### config.mk
export PLATFORM = sky130hd
export DESIGN_NAME = mm4_ctrl
export DESIGN_NICKNAME = d
export VERILOG_FILES = /design/src/hw/rtl/mm4_pkg.sv /design/src/hw/rtl/mm4_ctrl.sv
export SDC_FILE = /design/constraint.sdc
export NUM_CORES = 1
export LEC_CHECK = 0
export ABC_AREA = 1
export BUFFER_PORTS_ARGS = -buffer_cell sky130_fd_sc_hd__buf_4
export CORE_AREA = 2 2 39 41
export CTS_CLUSTER_SIZE = 40
export DETAILED_ROUTE_END_ITERATION = 7
export DIE_AREA = 0 0 41 43
export PLACE_DENSITY = 0.55
export SLEW_MARGIN = 20
export SYNTH_ARGS = -nofsm -noshare
export SYNTH_HDL_FRONTEND = slang
export SYNTH_SLANG_ARGS = --single-unit
### constraint.sdc
create_clock -name clk -period 0.9 [get_ports clk]
set_input_delay 0.18 -clock clk [delete_from_list [all_inputs] [get_ports clk]]
set_output_delay 0.18 -clock clk [all_outputs]
set_load 0.01 [all_outputs]
### src/hw/rtl/mm4_pkg.sv
package mm4_pkg;

  localparam int DATA_W = 32;
  localparam int DIM = 4;
  localparam int IDX_W = 2;
  localparam int ELEM_W = 4;
  localparam int PROD_W = 2 * DATA_W;
  localparam int PAIR_W = PROD_W + 1;
  localparam int SUM_W = PROD_W + 2;
  localparam int FRAC_BITS_DEFAULT = 16;
  localparam int IN_TDATA_W = 2 * DIM * DATA_W;
  localparam int OUT_TDATA_W = DIM * DATA_W;

  // Commands from the controller to the datapath.
  typedef struct packed {
    logic             load;
    logic             issue;
    logic [IDX_W-1:0] row;
    logic [IDX_W-1:0] col;
  } cmd_t;

  // Status from the datapath back to the controller.
  typedef struct packed {
    logic advance;
  } sts_t;

endpackage

### src/hw/rtl/mm4_ctrl.sv
module mm4_ctrl (
  input  logic          clk,
  input  logic          rst,
  input  logic          s_tvalid,
  output logic          s_tready,
  input  mm4_pkg::sts_t sts,
  output mm4_pkg::cmd_t cmd
);
  import mm4_pkg::*;

  localparam logic ST_LOAD = 1'b0;
  localparam logic ST_COMP = 1'b1;

  logic              state;
  logic              state_next;
  logic [IDX_W-1:0]  load_cnt;
  logic [ELEM_W-1:0] elem_idx;
  logic              fire;

  assign s_tready  = (state == ST_LOAD);
  assign cmd.load  = s_tvalid && s_tready;
  assign cmd.issue = (state == ST_COMP);
  assign cmd.row   = elem_idx[1:0];
  assign cmd.col   = elem_idx[3:2];
  assign fire      = cmd.issue && sts.advance;

  always_comb begin
    state_next = state;
    unique case (state)
      ST_LOAD: begin
        if (cmd.load && load_cnt == IDX_W'(DIM - 1)) state_next = ST_COMP;
      end
      ST_COMP: begin
        if (fire && elem_idx == ELEM_W'(DIM * DIM - 1)) state_next = ST_LOAD;
      end
      default: state_next = ST_LOAD;
    endcase
  end

  always_ff @(posedge clk) begin
    if (rst) begin
      state    <= ST_LOAD;
      load_cnt <= '0;
      elem_idx <= '0;
    end else begin
      state <= state_next;
      if (cmd.load) load_cnt <= load_cnt + IDX_W'(1);
      if (fire) elem_idx <= elem_idx + ELEM_W'(1);
    end
  end

`ifndef NO_ASSERTIONS
  a_enter_comp: assert property (@(posedge clk) disable iff (rst)
    (cmd.load && load_cnt == IDX_W'(DIM - 1)) |=> (state == ST_COMP && elem_idx == '0))
    else $error("fourth column did not start the computation");
  a_leave_comp: assert property (@(posedge clk) disable iff (rst)
    (fire && elem_idx == ELEM_W'(DIM * DIM - 1)) |=> (state == ST_LOAD && load_cnt == '0))
    else $error("last element issue did not return to loading");
`endif

endmodule

---- After elaboration in Yosys (flattened, before gate mapping) ----
Cells that the tools add are included.
cells by class
  bitwise operators ....................... 1
  muxes and demuxes ....................... 3
  reductions and logical operators ........ 4
  add/subtract/negate cells ............... 2
  equal/unequal tests ..................... 2
operators with widths
  cell                                                           count
  4-bit by 1-bit adder with 4-bit output, second input constant  1
  4-bit equality test, second input constant                     1
  1-bit logical AND                                              4
  2-bit by 1-bit adder with 2-bit output, second input constant  1
  2-bit equality test, second input constant                     1
  1-bit 2-to-1 mux                                               2
  1-bit case mux with 2 select lines                             1
  1-bit inverter                                                 1
word-level totals
  output and inout bits ................... 7
  register bits after elaboration ......... 7
  input bits .............................. 4

---- Depth between registers and ports, before layout ----
Gate-level depths: netlist of run 1.
  word-level depth ........................ 5
  gate-level depth with buffers ........... 5

---- Worst setup path before layout of run 1 ----
Ideal clock, no wire load.
  path type ............................... flip-flop to flip-flop
  from .................................... register elem_idx[0]
  to ...................................... register state
  path slack .............................. -0.106 ns
  stages on the path, launching flop included .. 5
  library setup time ...................... 0.120 ns
  data arrival time ....................... 0.886 ns
  cells stage by stage .................... dfxtp_1 -> ha_1 -> nand3_1 -> o21bai_1 -> a21oi_1
between the ends
  word-level cells in the longest chain between the ends .. 4
RTL lines
  item                                RTL line        RTL
  from (decl)                         mm4_ctrl.sv:17  logic [ELEM_W-1:0] elem_idx;
  from (signal assigned)              mm4_ctrl.sv:48  if (fire) elem_idx <= elem_idx + ELEM_W'(1);
  4-bit equality test                 mm4_ctrl.sv:34  if (fire && elem_idx == ELEM_W'(DIM * DIM - 1)) state_next = ST_LOAD;
  1-bit logical AND                   mm4_ctrl.sv:34
  1-bit 2-to-1 mux                    mm4_ctrl.sv:34
  1-bit case mux with 2 select lines  mm4_ctrl.sv:29  unique case (state)
  to (signal assigned)                mm4_ctrl.sv:46  state <= state_next;
  to (decl)                           mm4_ctrl.sv:14  logic state;
Every way passes these cells.
A chain may end at the register's enable or synchronous reset.

==> impl_metrics.toml, run 1 <==
[power]
power_density_nw_per_um2 = 1150
power_uw = 730
p_int_uw = 551
irDropWorstVdd_v = 0.000748
leakage_uw = 0.000292
p_switching_uw = 179
pwr-share-clk_pct = 40.3
swShare_pct = 24.6
share_comb_of_total_power_pct = 15.3
seqPwrFrac_pct = 44.4

[synth]
synth_nets = 47
synth_area_um2 = 328
synth_cell_type_count = 16
synth.avg_cell_area_um2 = 8.00
synth_simple_gate_area_share_pct = 26.7
synth_warnings = 0
synth_compound_area_share_pct = 9.54
yosys-mux-area-fraction_pct = 0
ys_seq_elements = 7
synth_fa_ha_area_share_pct = 7.63
seq_area_frac_synth_pct = 42.7
synth_top_family_by_area = "simple AND/OR/NAND/NOR gates"
syn_inst = 41
synthXorXnorAreaFrac_pct = 5.34

[hold_path]
min_path_type = "primary input to register"
min_from = "rst"
min_to = "state"
hold_depth = 2

[die]
die_h_um = 43
start_util_pct = 23.7
rows = 14
dieArea_um2 = 1760
core_area_um2 = 1380
fp.dieW_um = 41
pin_count = 11

[sta]
fin_worst_skew_ns = 0.00251
drv_slew = 0
layout_setup_ws_ns = -0.119
worst_pin_slew_ns = 0.161
finalHoldViolations = 0
period_minus_slack_ns = 1.02
max_freq_mhz = 981
totalNegativeSetupSlack_ns = -0.617
finalSetupViolCount = 8
min_period_over_period_pct = 113
rsz0062_at_grt = "true"
relSlewSlack_pct = 89.2

[place]
dpl.hpwl_um = 499
placed_cell_area_um2 = 455
place.gp.congestion = 0.706
port_buffers = 10

[drt]
avgRoutedWirePerCell_um = 9.69
drtIter0Drc = 1
vias_per_cell = 4.19
wl_um = 804
drtAntennaViolNets = 0
vias = 348
firstDrtPassIters = 4
drc = 0

[clocking]
root_buffer = "clkbuf_4"
h-tree-depth = 1
cts_tree = "done"
cts.sinks = 7
cts_buffers = 3
clk_latency_ns = 0.25
cts.clk_slew.worst_paths_ns = 0.06
clockBufferDepth = 2

[status]
status = "finished, violations left"
violations = "negative setup slack"

[worst_setup_path]
cp_max_fo = 3
cp-start-kind = "register"
cp-end-kind = "output port"
arrival_ns = 0.84
critPathRequiredTime_ns = 0.72
r2r_end = "elem_idx[3]"
reg2reg_depth = 7
ff2ff_setup_slack_ns = -0.07
r2r_start = "elem_idx[1]"
worstSetupPathType = "register to output port"

[global_routing]
antenna_found_initial = 0
grt_first_pass_wirelength_um = 1210
overflow = 0
grt_pass1_vias = 335
grt_max_degree = 6
grt_util_all_layers_pct = 10.9

[finish]
fin_nets = 74
antenna_cells = 0
syn2layout_area_growth_pct = 93.9
n_fill_cell = 137
design_area_um2 = 636
final_cell_mix = "12 x buf_6, 11 x buf_4, 8 x nor2_1, 4 x nand2_1"
drive_gt1_share_pct = 67.2
mostFrequentLayoutCell = "buf_6"

[run]
drv_cap = 0
==> routing by layer <==
layer	routed length [um]	track usage, %	vias to the layer above
met4	0	4.00	0
met5	0	0	-
met1	320	11.0	157
met3	56	9.42	0
li1	-	-	181
met2	428	15.6	10
==> power by group through the flow <==
stage | Clock [uW] | Sequential (uW) | Combinational, uW
after floorplan | 0 | 334 | 40.0
after global placement | 0 | 333 | 79.7
after detailed placement | 0 | 333 | 80.4
after CTS | 309 | 323 | 104
after global routing | 338 | 326 | 120
final | 294 | 324 | 111
==> metrics by stage <==
stage / worst slack, ns / util, % / hold WS [ns] / instances
4_1_cts: -0.125 / 43.1 / 0.0953 / 83
5_1_grt: -0.168 / 45.9 / 0.0852 / 83
3_3_place_gp: 0.00848 / 32.9 / 0.366 / 70
6_report: -0.119 / 45.9 / 0.0977 / 83
3_5_place_dp: -0.0202 / 32.9 / 0.373 / 70
2_1_floorplan: -0.0136 / - / 0.243 / 41
==> synth_stat cells (all sizes together) <==
master	n	share of area [%]
o21ai	2	3.1
ha	2	7.6
xor2	2	5.3
dfxtp	7	43
nand3	3	6.1
nand2	7	9.5
inv	5	5.7
nor2	9	11
buf	1	2.3
o21bai	1	2.3
a21oi	2	4.2
==> how the worst max path moves through the flow <==
stage	to	start	slack, ns
finish	cmd[5]	state	-0.12
global route	cmd[5]	state	-0.17
CTS	cmd[5]	state	-0.12
detailed placement	state	elem_idx[0]	-0.02
global placement	state	elem_idx[0]	0.008
floorplan	state	elem_idx[0]	-0.01
==> registers in the layout, summed over array words and instances, names as in the netlist <==
name	cells
elem_idx	4
load_cnt	2
state	1
==> cells by family after synthesis <==
| kind of cell | count (synthesis) |
|---|---|
| AOI/OAI and AO/OA | 5 |
| and+or+nand+nor | 19 |
| xor gates and xnor gates | 2 |
| DFF | 7 |
| adders and majority gates | 2 |
| buffers and inverters | 6 |
==> layout make-up <==
class / count / area (um2) / share of cell area [%]
flip-flops and latches: 7 / 155 / 24.4
repair buffers: 23 / 218 / 34.3
well taps: 16 / 20.0 / 3.15
multi-input cells: 28 / 195 / 30.7
clock buffers: 4 / 26.3 / 4.13
inverters: 5 / 21.3 / 3.35
==> timing repair <==
item,in CTS,in global routing
gates resized for setup,14,11
setup endpoints to repair,10,12
gates cloned,0,0
hold buffers,0,0
pin swaps,1,14
buffers inserted,9,1
==> critical path, stage by stage, from the launching register on <==
cell and delay (ns):
dfxtp_2 0.32, inv_2 0.06, nand2_2 0.06, inv_2 0.06, buf_6 0.09
Power figures use the tool's default switching activity.
==> inputs of run 2 (changes only) <==
--- a/config.mk
+++ b/config.mk
@@ -7,11 +7,11 @@
 export LEC_CHECK = 0
 export ABC_AREA = 1
 export BUFFER_PORTS_ARGS = -buffer_cell sky130_fd_sc_hd__buf_4
+export CAP_MARGIN = 20
 export CORE_AREA = 2 2 39 41
 export CTS_CLUSTER_SIZE = 40
 export DETAILED_ROUTE_END_ITERATION = 7
 export DIE_AREA = 0 0 41 43
-export PLACE_DENSITY = 0.55
 export SLEW_MARGIN = 20
 export SYNTH_ARGS = -nofsm -noshare
 export SYNTH_HDL_FRONTEND = slang
==> impl_metrics.toml, run 2 (synthesis results as in run 1) <==
[sta]
drv_slew = 0
rsz0062_at_grt = "true"
max_freq_mhz = 970
min_period_over_period_pct = 115
period_minus_slack_ns = 1.03
worst_pin_slew_ns = 0.168
totalNegativeSetupSlack_ns = -0.715
relSlewSlack_pct = 88.8
layout_setup_ws_ns = -0.131
finalSetupViolCount = 10
finalHoldViolations = 0
fin_worst_skew_ns = 0.00547
worst_hold_slack_ns = 0.0960

[drt]
vias = 362
wl_um = 853
drtIter0Drc = 1
vias_per_cell = 4.21
firstDrtPassIters = 2
avgRoutedWirePerCell_um = 9.92
drtAntennaViolNets = 0
drc = 0

[die]
dieArea_um2 = 1760
pin_count = 11
start_util_pct = 23.7
die_h_um = 43
rows = 14
fp.dieW_um = 41
core_area_um2 = 1380

[finish]
mostFrequentLayoutCell = "buf_4"
final_core_util_pct = 48.7
largest_reg_flops = 4
final_cell_mix = "14 x buf_4, 12 x buf_6, 7 x nor2_1, 4 x nand2_1"
fin_nets = 77
stdcell_count = 86
reg_top3 = "elem_idx: 4 flops, load_cnt: 2 flops, state: 1 flops"
regMostFlops = "elem_idx"
syn2layout_area_growth_pct = 106
antenna_cells = 0
n_fill_cell = 143
drive_gt1_share_pct = 70.0

[global_routing]
grt_pass1_vias = 361
overflow = 0
antenna_found_initial = 0
grt_max_degree = 6
grt_util_all_layers_pct = 12.9
grt_first_pass_wirelength_um = 1500

[power]
seqPwrFrac_pct = 43.7
power_density_nw_per_um2 = 1110
swShare_pct = 24.4
pwr-share-clk_pct = 38.0
p_switching_uw = 183
irDropWorstVdd_v = 0.000601
leakage_uw = 0.000299
share_comb_of_total_power_pct = 18.3
p_int_uw = 567

[worst_setup_path]
worstSetupPathType = "register to output port"
critPathRequiredTime_ns = 0.72
cp-end-kind = "output port"
cp-start-kind = "register"
startpoint = "state"
r2r_start = "state"
arrival_ns = 0.85
cp_max_fo = 3

[clocking]
clk_latency_ns = 0.25
cts_buffers = 3
cts.sinks = 7
root_buffer = "clkbuf_4"
clockBufferDepth = 2
h-tree-depth = 1
cts.clk_slew.worst_paths_ns = 0.05
cts_tree = "done"

[status]
violations = "negative setup slack"
status = "finished, violations left"

[run]
drv_cap = 0

[place]
place_ws_ns = -0.0119
place.detailed.instances = 70
dpl.hpwl_um = 501
place.gp.congestion = 0.718
port_buffers = 10

[hold_path]
min_from = "rst"
min_path_type = "primary input to register"
==> run 2: changes by cell type in the layout (fill, tap and decap cells not counted), sizes merged <==
cell,before,now
buf,23,26
==> run 2: critical path, stage by stage (launching register included) <==
cell	delay, ns
dfxtp_2	0.32
inv_2	0.08
nand2_4	0.05
inv_2	0.06
buf_6	0.09
==> run 2: per-stage QoR <==
step	total power, uW	cell area [um2]
after floorplan	374	338
after global placement	412	455
after detailed placement	414	455
after CTS	740	614
after global routing	792	674
final	750	674
==> run 2: layout make-up <==
cell class	instances	area, um2	share of cell area [%]
Sequential cell	7	151	22.4
Timing Repair Buffer	26	240	35.6
Clock buffer	4	26.3	3.90
Multi-Input combinational cell	28	215	31.9
Inverter	5	21.3	3.15
Tap cell	16	20.0	2.97
==> run 2: final timing paths <==
check / endpoint / slack (ns) / cells past startpoint
max reg2reg: load_cnt[0] / -0.08 / 6
min reg2reg: load_cnt[1] / 0.47 / 2
min: elem_idx[0] / 0.1 / 2
max: cmd[5] / -0.13 / 4
==> run 2: layer usage <==
layer  wire [um]  vias to the layer above  GRT usage (%)  part of all wire, %
met2         508                        7           19.1                   60
met4           8                        0           10.0                 0.94
met5           0                        -              0                    0
met3          42                        2           4.19                  4.9
met1         293                      168           14.3                   34
li1            -                      185              -                    -
==> run 2: timing repair <==
action,in CTS,in global routing
setup endpoints to repair,10,13
gates resized for setup,16,11
buffers inserted,10,3
pin swaps,6,9
hold buffers,0,0
==> run 2: power by group through the flow <==
stage	clock network [uW]	logic [uW]	registers, uW
3_5_place_dp	0	80.9	333
6_report	285	137	328
2_1_floorplan	0	40.0	334
4_1_cts	303	111	326
5_1_grt	313	150	330
3_3_place_gp	0	79.1	333
==> inputs of run 3 (changes only) <==
--- a/config.mk
+++ b/config.mk
@@ -12,6 +12,7 @@
 export CTS_CLUSTER_SIZE = 40
 export DETAILED_ROUTE_END_ITERATION = 7
 export DIE_AREA = 0 0 41 43
+export GPL_TIMING_DRIVEN = 0
 export SLEW_MARGIN = 20
 export SYNTH_ARGS = -nofsm -noshare
 export SYNTH_HDL_FRONTEND = slang
==> impl_metrics.toml, run 3 (synthesis results as in run 1) <==
[status]
status = "finished, violations left"
violations = "negative setup slack"

[finish]
stdcell_count = 80
syn2layout_area_growth_pct = 78.2
final_cell_mix = "11 x buf_4, 9 x buf_6, 8 x nor2_1, 5 x nand2_1"
antenna_cells = 0
reg_top3 = "elem_idx: 4 flops, load_cnt: 2 flops, state: 1 flops"
largest_reg_flops = 4
regMostFlops = "elem_idx"
drive_gt1_share_pct = 57.8
n_fill_cell = 151
fin_nets = 71
mostFrequentLayoutCell = "buf_4"

[sta]
totalNegativeSetupSlack_ns = -0.554
worst_pin_slew_ns = 0.133
relSlewSlack_pct = 91.1
finalHoldViolations = 0
min_period_over_period_pct = 117
finalSetupViolCount = 8
max_freq_mhz = 953
rsz0062_at_grt = "true"
fin_worst_skew_ns = 0.000606
layout_setup_ws_ns = -0.149
drv_slew = 0
period_minus_slack_ns = 1.05

[worst_setup_path]
ff2ff_setup_slack_ns = -0.08
reg2reg_depth = 6
crit_buf_inv = 3
crit_family = "flip-flops"
arrival_ns = 0.87
cp-start-kind = "register"
crit_path_max_incr_delay_ns = 0.36
r2r_end = "load_cnt[0]"
critPathRequiredTime_ns = 0.72
r2r_start = "state"
crit_chain = "inv_4 > nand2_4 > inv_2 > buf_6"
worstSetupPathType = "register to output port"
cp_max_fo = 3
slowest_stage = "dfxtp_2"
cp-end-kind = "output port"

[drt]
vias = 339
vias_per_cell = 4.24
firstDrtPassIters = 2
drc = 0
wl_um = 717
drtIter0Drc = 2
avgRoutedWirePerCell_um = 8.96
drtAntennaViolNets = 0

[run]
drv_cap = 0

[global_routing]
grt_first_pass_wirelength_um = 1130
grt_util_all_layers_pct = 10.2
grt_pass1_vias = 327
grt_max_degree = 6
antenna_found_initial = 0
overflow = 0

[die]
die_h_um = 43
fp.dieW_um = 41
rows = 14
core_area_um2 = 1380
pin_count = 11
start_util_pct = 23.7
dieArea_um2 = 1760

[power]
share_comb_of_total_power_pct = 14.2
leakage_uw = 0.000265
p_int_uw = 545
swShare_pct = 23.8
seqPwrFrac_pct = 45.8
p_switching_uw = 170
power_density_nw_per_um2 = 1220
irDropWorstVdd_v = 0.000925
pwr-share-clk_pct = 40.0

[place]
place.detailed.instances = 67
place.gp.congestion = 0.654
port_buffers = 10
dpl.hpwl_um = 464

[clocking]
clk_latency_ns = 0.25
cts.clk_slew.worst_paths_ns = 0.05
clockBufferDepth = 2
root_buffer = "clkbuf_4"
cts_tree = "done"
cts_buffers = 3
cts.sinks = 7
h-tree-depth = 1

[hold_path]
hold_depth = 2
min_to = "state"
min_from = "rst"
min_path_type = "primary input to register"
[run 3: cell count changes in the layout (fill, tap and decap cells not counted), sizes merged]
| cell | delta |
|---|---|
| buf | -6 |
[run 3: how the worst max path moves through the flow]
stage                         to   startpoint  cells after the start
after floorplan            state  elem_idx[0]                      4
after global placement     state  elem_idx[0]                      4
after detailed placement   state  elem_idx[0]                      4
after CTS                 cmd[5]        state                      4
after global routing      cmd[5]        state                      4
final                     cmd[5]        state                      4
[run 3: per-stage QoR]
step	setup WS [ns]	power, uW	util (%)	area (um2)	hold slack [ns]
floorplan	-0.0136	374	-	338	0.243
global placement	-0.0376	403	31.3	433	0.366
detailed placement	-0.0385	405	31.3	433	0.367
CTS	-0.161	717	39.5	547	0.0961
global route	-0.215	771	42.2	584	0.0935
finish	-0.149	715	42.2	584	0.104
[run 3: worst reg2reg max path, stage by stage (launching register included)]
cell and delay [ns]:
dfxtp_2 0.34, inv_4 0.08, nand2_4 0.05, buf_4 0.13, buf_6 0.11, xor2_1 0.12, nor2_1 0.06
[run 3: layout make-up]
type	count	area (um2)	share of cell area [%]
Multi-Input combinational cell	28	179	30.6
Timing Repair Buffer	19	176	30.2
Sequential cell	7	154	26.3
Clock buffer	4	26.3	4.50
Inverter	5	21.3	3.64
Tap cell	16	20.0	3.43
Buffer	1	7.51	1.28
[run 3: power groups by stage]
| stage | combinational (uW) | sequential (uW) | clock, uW |
|---|---|---|---|
| finish | 102 | 327 | 286 |
| global route | 112 | 328 | 331 |
| CTS | 88.6 | 326 | 302 |
| detailed placement | 69.5 | 335 | 0 |
| global placement | 68.3 | 335 | 0 |
| floorplan | 40.0 | 334 | 0 |
[run 3: timing repair]
item | in CTS | in global routing
buffers inserted | 7 | 2
endpoints found under the hold margin | 0 | 0
pin swaps | 1 | 3
gates resized for setup | 11 | 6
hold buffers | 0 | 0
endpoints found under the setup margin | 10 | 11
[run 3: per-layer routing]
layer | GRT usage (%) | share of wire (%) | routed length, um
met3 | 8.38 | 7.3 | 52
met1 | 7.42 | 38 | 274
met5 | 0 | 0 | 0
met4 | 6.00 | 1.1 | 8
met2 | 16.6 | 53 | 382
